<file path="src/design/psl_pkg.sv">
// Shared types, microcode encoding and control program for the prime sieve lookup.
package psl_pkg;

  typedef logic [2:0] step_t;

  localparam step_t ST_IDLE  = 3'd0;
  localparam step_t ST_FILL  = 3'd1;
  localparam step_t ST_OTEST = 3'd2;
  localparam step_t ST_OREAD = 3'd3;
  localparam step_t ST_INNER = 3'd4;
  localparam step_t ST_NEXTI = 3'd5;
  localparam step_t ST_DONE  = 3'd6;

  typedef enum logic [2:0] {
    C_NONE,
    C_ALWAYS,
    C_NOT_START,
    C_JNXT_LT,
    C_SQ_GE,
    C_NOT_PRIME
  } cond_t;

  typedef enum logic [2:0] {
    J_HOLD,
    J_ZERO,
    J_INC,
    J_SQ,
    J_ADDI
  } jsel_t;

  typedef enum logic [1:0] {
    I_HOLD,
    I_TWO,
    I_INC
  } isel_t;

  typedef struct packed {
    logic  wr;
    logic  wr_fill;
    logic  rd;
    logic  set_built;
    jsel_t jsel;
    isel_t isel;
    cond_t cond;
    step_t target;
  } ucode_t;

  typedef struct packed {
    logic wr_en;
    logic wr_data;
    logic rd_en;
  } map_ctl_t;

  function automatic ucode_t ucode_rom(input step_t s);
    ucode_t u;
    u = '{wr: 1'b0, wr_fill: 1'b0, rd: 1'b0, set_built: 1'b0,
          jsel: J_HOLD, isel: I_HOLD, cond: C_NONE, target: ST_IDLE};
    case (s)
      ST_IDLE: begin
        u.jsel   = J_ZERO;
        u.cond   = C_NOT_START;
        u.target = ST_IDLE;
      end
      ST_FILL: begin
        u.wr      = 1'b1;
        u.wr_fill = 1'b1;
        u.jsel    = J_INC;
        u.isel    = I_TWO;
        u.cond    = C_JNXT_LT;
        u.target  = ST_FILL;
      end
      ST_OTEST: begin
        u.rd     = 1'b1;
        u.cond   = C_SQ_GE;
        u.target = ST_DONE;
      end
      ST_OREAD: begin
        u.jsel   = J_SQ;
        u.cond   = C_NOT_PRIME;
        u.target = ST_NEXTI;
      end
      ST_INNER: begin
        u.wr     = 1'b1;
        u.jsel   = J_ADDI;
        u.cond   = C_JNXT_LT;
        u.target = ST_INNER;
      end
      ST_NEXTI: begin
        u.isel   = I_INC;
        u.cond   = C_ALWAYS;
        u.target = ST_OTEST;
      end
      ST_DONE: begin
        u.set_built = 1'b1;
        u.cond      = C_ALWAYS;
        u.target    = ST_IDLE;
      end
      default: begin
        u.cond   = C_ALWAYS;
        u.target = ST_IDLE;
      end
    endcase
    return u;
  endfunction

endpackage

</file>
<file path="src/design/psl_seq.sv">
// Microcoded sequencer that builds the sieve into the primality map.
module psl_seq
  import psl_pkg::*;
#(
  parameter int LIMIT = 65536
) (
  input  logic                     clk,
  input  logic                     rst_n,
  input  logic                     start,
  input  logic                     map_rd_data,
  output map_ctl_t                 ctl,
  output logic [$clog2(LIMIT)-1:0] wr_addr,
  output logic [$clog2(LIMIT)-1:0] rd_addr,
  output logic                     built
);

  localparam int AW = $clog2(LIMIT);
  localparam int CW = AW + 1;
  localparam logic [CW-1:0] LIM_C = CW'(LIMIT);

  step_t          step_r, step_nxt;
  logic [CW-1:0]  i_r, i_nxt;
  logic [CW-1:0]  sq_r, sq_nxt;
  logic [CW-1:0]  j_r, j_nxt;
  logic           built_r, built_nxt;
  ucode_t         uc;
  logic           take;

  assign uc = ucode_rom(step_r);

  always_comb begin
    case (uc.jsel)
      J_HOLD:  j_nxt = j_r;
      J_ZERO:  j_nxt = '0;
      J_INC:   j_nxt = j_r + CW'(1);
      J_SQ:    j_nxt = sq_r;
      J_ADDI:  j_nxt = j_r + i_r;
      default: j_nxt = j_r;
    endcase

    case (uc.isel)
      I_HOLD: begin
        i_nxt  = i_r;
        sq_nxt = sq_r;
      end
      I_TWO: begin
        i_nxt  = CW'(2);
        sq_nxt = CW'(4);
      end
      I_INC: begin
        // (i+1)^2 = i^2 + 2i + 1
        i_nxt  = i_r + CW'(1);
        sq_nxt = sq_r + {i_r[CW-2:0], 1'b1};
      end
      default: begin
        i_nxt  = i_r;
        sq_nxt = sq_r;
      end
    endcase

    case (uc.cond)
      C_NONE:      take = 1'b0;
      C_ALWAYS:    take = 1'b1;
      // hold in idle once the map is built
      C_NOT_START: take = !start || built_r;
      C_JNXT_LT:   take = (j_nxt < LIM_C);
      C_SQ_GE:     take = (sq_r >= LIM_C);
      C_NOT_PRIME: take = !map_rd_data;
      default:     take = 1'b0;
    endcase

    step_nxt  = take ? uc.target : step_t'(step_r + 3'd1);
    built_nxt = built_r | uc.set_built;
  end

  always_ff @(posedge clk) begin
    if (!rst_n) begin
      step_r  <= ST_IDLE;
      built_r <= 1'b0;
    end else begin
      step_r  <= step_nxt;
      built_r <= built_nxt;
    end
  end

  always_ff @(posedge clk) begin
    i_r  <= i_nxt;
    sq_r <= sq_nxt;
    j_r  <= j_nxt;
  end

  // Entries 0 and 1 are written as not prime during the fill sweep.
  assign ctl.wr_en   = uc.wr;
  assign ctl.wr_data = uc.wr_fill && (j_r >= CW'(2));
  assign ctl.rd_en   = uc.rd;
  assign wr_addr     = j_r[AW-1:0];
  assign rd_addr     = i_r[AW-1:0];
  assign built       = built_r;

`ifndef SYNTH
  a_wr_in_range: assert property (@(posedge clk) disable iff (!rst_n)
    ctl.wr_en |-> (j_r < LIM_C))
    else $error("map write beyond the last entry");

  a_built_sticky: assert property (@(posedge clk) disable iff (!rst_n)
    built_r |=> built_r)
    else $error("built flag dropped");

  a_no_wr_after_build: assert property (@(posedge clk) disable iff (!rst_n)
    built_r |-> !ctl.wr_en)
    else $error("map written after build finished");
`endif

endmodule

</file>
<file path="config.mk">
export PLATFORM = sky130hd
export DESIGN_NAME = psl_seq
export DESIGN_NICKNAME = d
export VERILOG_FILES = /design/src/design/psl_pkg.sv /design/src/design/psl_seq.sv
export SDC_FILE = /design/constraint.sdc
export NUM_CORES = 1
export LEC_CHECK = 0
export BUFFER_PORTS_ARGS = -buffer_cell sky130_fd_sc_hd__buf_2
export CELL_PAD_IN_SITES_DETAIL_PLACEMENT = 2
export CELL_PAD_IN_SITES_GLOBAL_PLACEMENT = 2
export CORE_ASPECT_RATIO = 1.1
export CORE_UTILIZATION = 39
export DETAILED_ROUTE_END_ITERATION = 16
export PLACE_DENSITY_LB_ADDON = 0.1
export SLEW_MARGIN = 15
export SYNTH_ARGS = -nofsm -noshare
export SYNTH_HDL_FRONTEND = slang
export SYNTH_SLANG_ARGS = --single-unit
</file>
<file path="constraint.sdc">
create_clock -name clk -period 4.74 [get_ports clk]
set_input_delay 0.474 -clock clk [delete_from_list [all_inputs] [get_ports clk]]
set_output_delay 0.474 -clock clk [all_outputs]
set_load 0.01 [all_outputs]
</file>
; Word level (Yosys, flattened, before mapping)
; Cells that the tools add are included.
; W data, S select, Z words.
[classes]
n_reduce_logical = 7
muxes = 12
bitwise_logic = 1
n_mul = 0
shift = 0
order_cmp = 3
eq_ne = 17
n_addsub = 5
n_div = 0
[ops]
columns = operator, count
row1 = $pmux W17 S2, 2
row2 = $pmux W17 S4, 1
row3 = $pmux W6 S6, 1
row4 = $add A17 B1 Y17 const B, 2
row5 = $add A17 B17 Y17, 2
row6 = $eq A3 B2 Y1 const B, 6
row7 = $eq A3 B3 Y1 const B, 6
row8 = $ge A17 B17 Y1 const B, 1
row9 = $ge A17 B2 Y1 const B, 1
row10 = $lt A17 B17 Y1 const B, 1
row11 = $pmux W3 S4, 1
row12 = $eq A3 B1 Y1 const B, 3
row13 = $pmux W1 S5, 1
row14 = $mux W1, 4
row15 = $pmux W2 S2, 1
row16 = $add A3 B1 Y3 const B, 1
row17 = $logic_not A3 Y1, 1
row18 = $mux W3, 1
row19 = $eq A2 B1 Y1 const B, 1
row20 = $eq A2 B2 Y1 const B, 1
row21 = $logic_not A1 Y1, 2
row22 = $reduce_bool A2 Y1, 1
row23 = $reduce_or A2 Y1, 1
row24 = $logic_and A1 B1 Y1, 1
row25 = 2 further kinds, 2
[totals]
reg_bits = 55
latchBits = 0
mem_bits_rw = 0
word_cells = 50
output_inout_bits = 36
n_memories = 0
mem_bits_ro = 0
in_bits = 4

; Logic depth before layout (Yosys ltp)
[depth]
depth_word = 7
ltp_mapped = 16
ltp_nobuf = 15

; Least setup slack after synthesis
; No wires, ideal clock.
[synth_path]
kind = register to register
from = register step_r[0]
to = register j_r[14], data pin
stages_incl_launch_ff = 14
n_path_buf = 1
slack_ps = 1151
setup_time_ps = 256
arrival_time_ps = 3332
required_time_ps = 4484
period_less_slack_ps = 3589
path_cell_list = dfxtp_1 > ha_1 > ha_1 > nor3_2 > clkbuf_1 > and2_1 > ha_1 > and2_0 > a221o_1 > or2_4 > a311o_1 > a21oi_2 > xnor2_1 > a22o_1
[synth_via]
elab_chain_len = 4
word_cells_on_any_way = 10
cone_classes = 7 x eq/ne / 2 x mux / 1 x reduce/logical
[synth_rtl]
columns = item, line_no
row1 = start: declaration, psl_seq.sv:21  ; step_t step_r, step_nxt;
row2 = start signal: assignment, psl_seq.sv:81  ; step_r <= step_nxt;
row3 = $eq A3 B3 Y1 (tied with other cells), psl_pkg.sv:58  ; case (s)
row4 = $pmux W3 S4 *, psl_pkg.sv:58
row5 = $eq A3 B3 Y1 (tied with other cells), psl_seq.sv:32  ; case (uc.jsel)
row6 = $pmux W17 S4 *, psl_seq.sv:32
row7 = via j_nxt[14], psl_seq.sv:24  ; logic [CW-1:0] j_r, j_nxt;
row8 = end signal: assignment, psl_seq.sv:89  ; j_r <= j_nxt;
row9 = end: declaration, psl_seq.sv:24
; The timed path passes the listed nets; every way through them passes the cells marked *.
; A chain may end at the register's enable or synchronous reset.

; Final worst setup path
; Same ends and word-level chain as after synthesis.

==> flow_summary.html <==
<table>
<tr><th>Metric</th><th>Value</th></tr>
<tr><th colspan="2">STA</th></tr>
<tr><td>Worst slew pin tran</td><td>~0.79 ns</td></tr>
<tr><td>Final number of hold-violating endpoints</td><td>0</td></tr>
<tr><td>Number of pins with negative max-slew slack in the final report</td><td>0</td></tr>
<tr><td>Normalized max-slew margin</td><td>0.4686</td></tr>
<tr><td>Share of the cycle needed by the critical path after routing</td><td>0.8375</td></tr>
<tr><td>Minimum clock period</td><td>roughly 4 ns</td></tr>
<tr><td>Max Clk Rate</td><td>251.9 MHz</td></tr>
<tr><td>RSZ-0062 raised after global routing</td><td>false</td></tr>
<tr><td>Final clock skew</td><td>between 0.008 and 0.009 ns</td></tr>
<tr><td>Final setup viols</td><td>0</td></tr>
<tr><td>Setup tns final</td><td>0 ns</td></tr>
<tr><th colspan="2">Synth</th></tr>
<tr><td>Share of synthesized flip-flops with an asynchronous set or reset</td><td>0</td></tr>
<tr><td>Distinct cell type count after synthesis</td><td>56</td></tr>
<tr><td>Post-synth EDFFs</td><td>50</td></tr>
<tr><td>Post-Syn Area</td><td>between 0.004 and 0.005 mm2</td></tr>
<tr><td>Main combinational cell family by area after synthesis</td><td>compound AO/OA/AOI/OAI gates</td></tr>
<tr><td>Most used flip-flop cell after synthesis</td><td>edfxtp_1</td></tr>
<tr><td>Syn. warnings</td><td>0</td></tr>
<tr><td>Post-synthesis net count</td><td>between 500 and 600</td></tr>
<tr><td>Area share of fa/ha/maj cells after synthesis</td><td>0.1144</td></tr>
<tr><td>Sequential-to-total area share from yosys stat</td><td>0.3643</td></tr>
<tr><td>Post-synthesis area per instance</td><td>between 9 and 10 um2</td></tr>
<tr><td>Fraction of the mapped netlist area in compound gates</td><td>0.2012</td></tr>
<tr><td>Parity-gate share of the synthesized area counting xor and xnor cells</td><td>0.06375</td></tr>
<tr><td>Post-synthesis sequential element count</td><td>between 50 and 60</td></tr>
<tr><td>Simple-gate share of the synthesized area</td><td>0.1699</td></tr>
<tr><td>Synthesized instance count</td><td>around 460</td></tr>
<tr><td>Multiplexer area fraction after synthesis</td><td>0.01138</td></tr>
<tr><th colspan="2">Worst setup path</th></tr>
<tr><td>Critical Path End Type</td><td>flop</td></tr>
<tr><td>Worst Setup Start Kind</td><td>flop</td></tr>
<tr><td>Arrival time of data at the critical path endpoint</td><td>just over 4 ns</td></tr>
<tr><td>Highest net fanout along the worst path</td><td>10</td></tr>
<tr><td>Reg-to-reg critical path endpoint</td><td>j_r[14]$_DFFE_PP_</td></tr>
<tr><td>CP most frequent cell</td><td>ha_1</td></tr>
<tr><td>Biggest cell delay along the critical path</td><td>between 0.4 and 0.5 ns</td></tr>
<tr><td>Reg-to-reg critical path startpoint</td><td>step_r[0]$_SDFF_PN0_</td></tr>
<tr><td>Master of the slowest instance on the critical path</td><td>nor3_2</td></tr>
<tr><td>Sequence of cells on the critical path</td><td>inv_1 -&gt; ha_1 -&gt; nand2_1 -&gt; nor3_2 -&gt; and2_1 -&gt; ha_1 -&gt; and2_0 -&gt; a221o_1 -&gt; or2_4 -&gt; a311o_1 -&gt; a21oi_2 -&gt; xnor2_1 -&gt; a22o_1</td></tr>
<tr><td>Setup slack of the worst register-to-register path</td><td>a little under 0.8 ns</td></tr>
<tr><td>Type of the worst setup path</td><td>flop to flop</td></tr>
<tr><td>Count of cells along the worst register-to-register path</td><td>13</td></tr>
<tr><td>Required time of the worst setup path</td><td>4.80 ns</td></tr>
<tr><th colspan="2">Min path</th></tr>
<tr><td>Startpoint of the most critical hold path</td><td>rst_n</td></tr>
<tr><td>Number of cells on the worst hold path</td><td>2</td></tr>
<tr><td>Class of the worst hold path</td><td>input pin to flop</td></tr>
<tr><td>Hold Path End</td><td>step_r[2]$_SDFF_PN0_</td></tr>
<tr><th colspan="2">Drt</th></tr>
<tr><td>Length of the first detailed-routing pass in iterations</td><td>4</td></tr>
<tr><td>Drt via density</td><td>between 5 and 6</td></tr>
<tr><td>Remaining DRCs</td><td>0</td></tr>
<tr><td>DRC marker count from the first detailed-route iteration</td><td>around 140</td></tr>
<tr><td>Post-detailed-routing wire length</td><td>~13000 um</td></tr>
<tr><td>Routed Antenna Nets</td><td>0</td></tr>
<tr><td>Average wire per cell in the routed design</td><td>roughly 21 um</td></tr>
<tr><td>Routed vias</td><td>3545</td></tr>
<tr><th colspan="2">Clocking</th></tr>
<tr><td>CTS tree</td><td>yes</td></tr>
<tr><td>Resized Gates After CTS</td><td>0</td></tr>
<tr><td>Level count of the clock H-tree</td><td>2</td></tr>
<tr><td>CTS Root Buffer Type</td><td>clkbuf_16</td></tr>
<tr><td>Post-CTS setup buffer count</td><td>0</td></tr>
<tr><td>Clock edge transition at the registers on the reported setup and hold paths</td><td>0.08 ns</td></tr>
<tr><td>Clock tree sinks</td><td>55</td></tr>
<tr><td>Number of hold buffers added after cts</td><td>0</td></tr>
<tr><td>Number of CTS-inserted buffers</td><td>5</td></tr>
<tr><td>Bufs on Longest Clock Path</td><td>2</td></tr>
<tr><td>Worst-skew pair later-pin latency</td><td>0.30 ns</td></tr>
<tr><th colspan="2">Power</th></tr>
<tr><td>Maximum ir drop on the vdd rail</td><td>around 240 uV</td></tr>
<tr><td>Power per standard cell area</td><td>around 580 mW/mm2</td></tr>
<tr><td>Leakage Power</td><td>around 2.1 nW</td></tr>
<tr><th colspan="2">Global route</th></tr>
<tr><td>Vias in the first global route</td><td>about 3800</td></tr>
<tr><td>Global-route total usage across every layer</td><td>0.2333</td></tr>
<tr><td>Total overflow reported by the global router</td><td>0</td></tr>
<tr><td>Initial antenna violation count</td><td>0</td></tr>
<tr><td>Global-route wire length before repair</td><td>between 20000 and 25000 um</td></tr>
<tr><td>Maximum number of pins on one net before global-route repair</td><td>between 40 and 50</td></tr>
<tr><th colspan="2">Floorplan</th></tr>
<tr><td>Total Die Area</td><td>0.01170 mm2</td></tr>
<tr><td>I/O pin total</td><td>40</td></tr>
<tr><td>Die Y-Extent</td><td>~110 um</td></tr>
<tr><td>Horizontal die dimension</td><td>103.2 um</td></tr>
<tr><td>Area of the core</td><td>around 0.011 mm2</td></tr>
<tr><td>Site Rows</td><td>40</td></tr>
<tr><td>Effective utilization at floorplan</td><td>0.4011</td></tr>
<tr><th colspan="2">Finish</th></tr>
<tr><td>Number of antenna cells inserted</td><td>0</td></tr>
<tr><td>Area of all placed cells without fillers</td><td>approximately 0.0047 mm2</td></tr>
<tr><td>Final net count</td><td>about 500</td></tr>
<tr><td>Fraction of layout cells with a size suffix above 1</td><td>0.1380</td></tr>
<tr><td>Synthesis-to-layout area growth</td><td>7.285%</td></tr>
<tr><th colspan="2">Outcome</th></tr>
<tr><td>Result of the run</td><td>finished clean</td></tr>
<tr><th colspan="2">Placed design</th></tr>
<tr><td>PortBufs</td><td>39</td></tr>
<tr><td>Half-perimeter wire length after detailed placement</td><td>a little under 10000 um</td></tr>
<tr><td>RePlAce Congestion</td><td>~0.84</td></tr>
<tr><td>Placed inst area</td><td>0.004561 mm2</td></tr>
<tr><th colspan="2">Run</th></tr>
<tr><td>Max-cap viol count</td><td>0</td></tr>
</table>
-- cells in the final DEF (no fill, tap or decap), drive strengths merged, types with 3 or more instances in the layout --
cell    synthesis  final
edfxtp         50     50
buf            32     46
ha             37     37
nor2           36     36
a21oi          30     30
nand2          27     27
o21ai          21     21
a21o           19     19
and2           18     18
xnor2          16     16
xor2           16     16
inv            15     15
a22o           14     14
nor3           11     11
nand3           9      9
o21a            8      8
clkbuf          9      8
nand2b          7      7
nor2b           6      6
or3             6      6
or2             6      6
nand4           5      5
and3            5      5
nor4            5      5
mux2i           5      5
dfxtp           5      5
a211oi          5      5
o211ai          4      4
a41oi           3      3
o31ai           3      3
-- cell families (layout without fill, tap and decap cells) --
group                      after synthesis  count (layout)
DFF                                     55              55
AOI/OAI and AO/OA                      126             126
muxes                                    5               5
xor gates and xnor gates                32              32
and+or+nand+nor                        145             145
adders and majority gates               39              39
buffers and inverters                   56              69
-- routing by layer --
metal / global-route usage / wire length, um / share of wire / vias to the layer above
met4: 0.06385 / 163 / 0.013 / 0
li1: - / - / - / 1687
met3: 0.02594 / 297 / 0.023 / 12
met5: 0 / 0 / 0 / -
met1: 0.2954 / 5775 / 0.45 / 1795
met2: 0.4147 / 6597 / 0.51 / 51
-- power breakdown --
group | switching (mW) | internal, mW | total [mW]
Clock | 0.180 | 0.226 | 0.406
Sequential | 0.178 | 0.732 | 0.910
Combinational | 0.852 | 0.563 | 1.41
Total | 1.21 | 1.52 | 2.73
-- how the worst max path moves through the flow --
stage / start / end / slack (ns) / cells after the start
2_1_floorplan: step_r[0]$_SDFF_PN0_ / j_r[14]$_DFFE_PP_ / 1.15 / 13
3_3_place_gp: step_r[0]$_SDFF_PN0_ / j_r[14]$_DFFE_PP_ / 0.95 / 12
3_5_place_dp: step_r[0]$_SDFF_PN0_ / j_r[14]$_DFFE_PP_ / 0.80 / 12
4_1_cts: step_r[0]$_SDFF_PN0_ / j_r[14]$_DFFE_PP_ / 0.77 / 12
5_1_grt: step_r[0]$_SDFF_PN0_ / step_r[0]$_SDFF_PN0_ / 0.48 / 14
6_report: step_r[0]$_SDFF_PN0_ / j_r[14]$_DFFE_PP_ / 0.77 / 13
-- sequential cells by signal (all words and copies together) (netlist names) --
register / cells
j_r: 17
built: 1
step_r: 3
i_r: 17
sq_r: 17
-- worst max-delay path, delay by kind of cell (launching register included) --
kind	cells	cell delay, ns
and+or+nand+nor	5	1.36
buffers and inverters	1	0.19
AOI/OAI and AO/OA	4	1.11
DFF	1	0.43
xor gates and xnor gates	1	0.07
adders and majority gates	2	0.56
-- through the flow --
step / setup slack (ns) / hold slack, ns / power (mW) / instances / util
2_1_floorplan: 1.151 / 0.5323 / 1.929 / 458 / -
6_report: 0.7704 / 0.4547 / 2.731 / 618 / 0.4304
3_5_place_dp: 0.8008 / 0.5214 / 2.333 / 610 / 0.4161
5_1_grt: 0.4779 / 0.4567 / 2.916 / 618 / 0.4304
4_1_cts: 0.7671 / 0.4474 / 2.761 / 618 / 0.4304
3_3_place_gp: 0.9529 / 0.4937 / 2.269 / 610 / 0.4161
-- area by class of cell --
cell class,instances,area [um2]
timing repair buffer,46,247.7
tap,147,183.9
sequential,55,1602
clock buffer,8,156.4
multi-input combinational,347,2471
inverter,15,56.30
fill,1206,6243
-- synth_stat cells (7+ instances only) --
cell | number | share of area
o21ai_0 | 17 | 0.019
inv_1 | 15 | 0.013
edfxtp_1 | 50 | 0.34
xnor2_1 | 16 | 0.032
and2_1 | 15 | 0.021
o21a_1 | 8 | 0.014
buf_4 | 32 | 0.055
a22o_1 | 14 | 0.028
nand2b_1 | 7 | 0.010
nand2_1 | 27 | 0.023
xor2_1 | 16 | 0.032
nor2_1 | 36 | 0.031
ha_1 | 37 | 0.11
a21o_1 | 19 | 0.032
clkbuf_1 | 9 | 0.0077
nand3_1 | 9 | 0.010
a21oi_1 | 29 | 0.033
nor3_1 | 9 | 0.010
(Power assumes the default switching activity.)
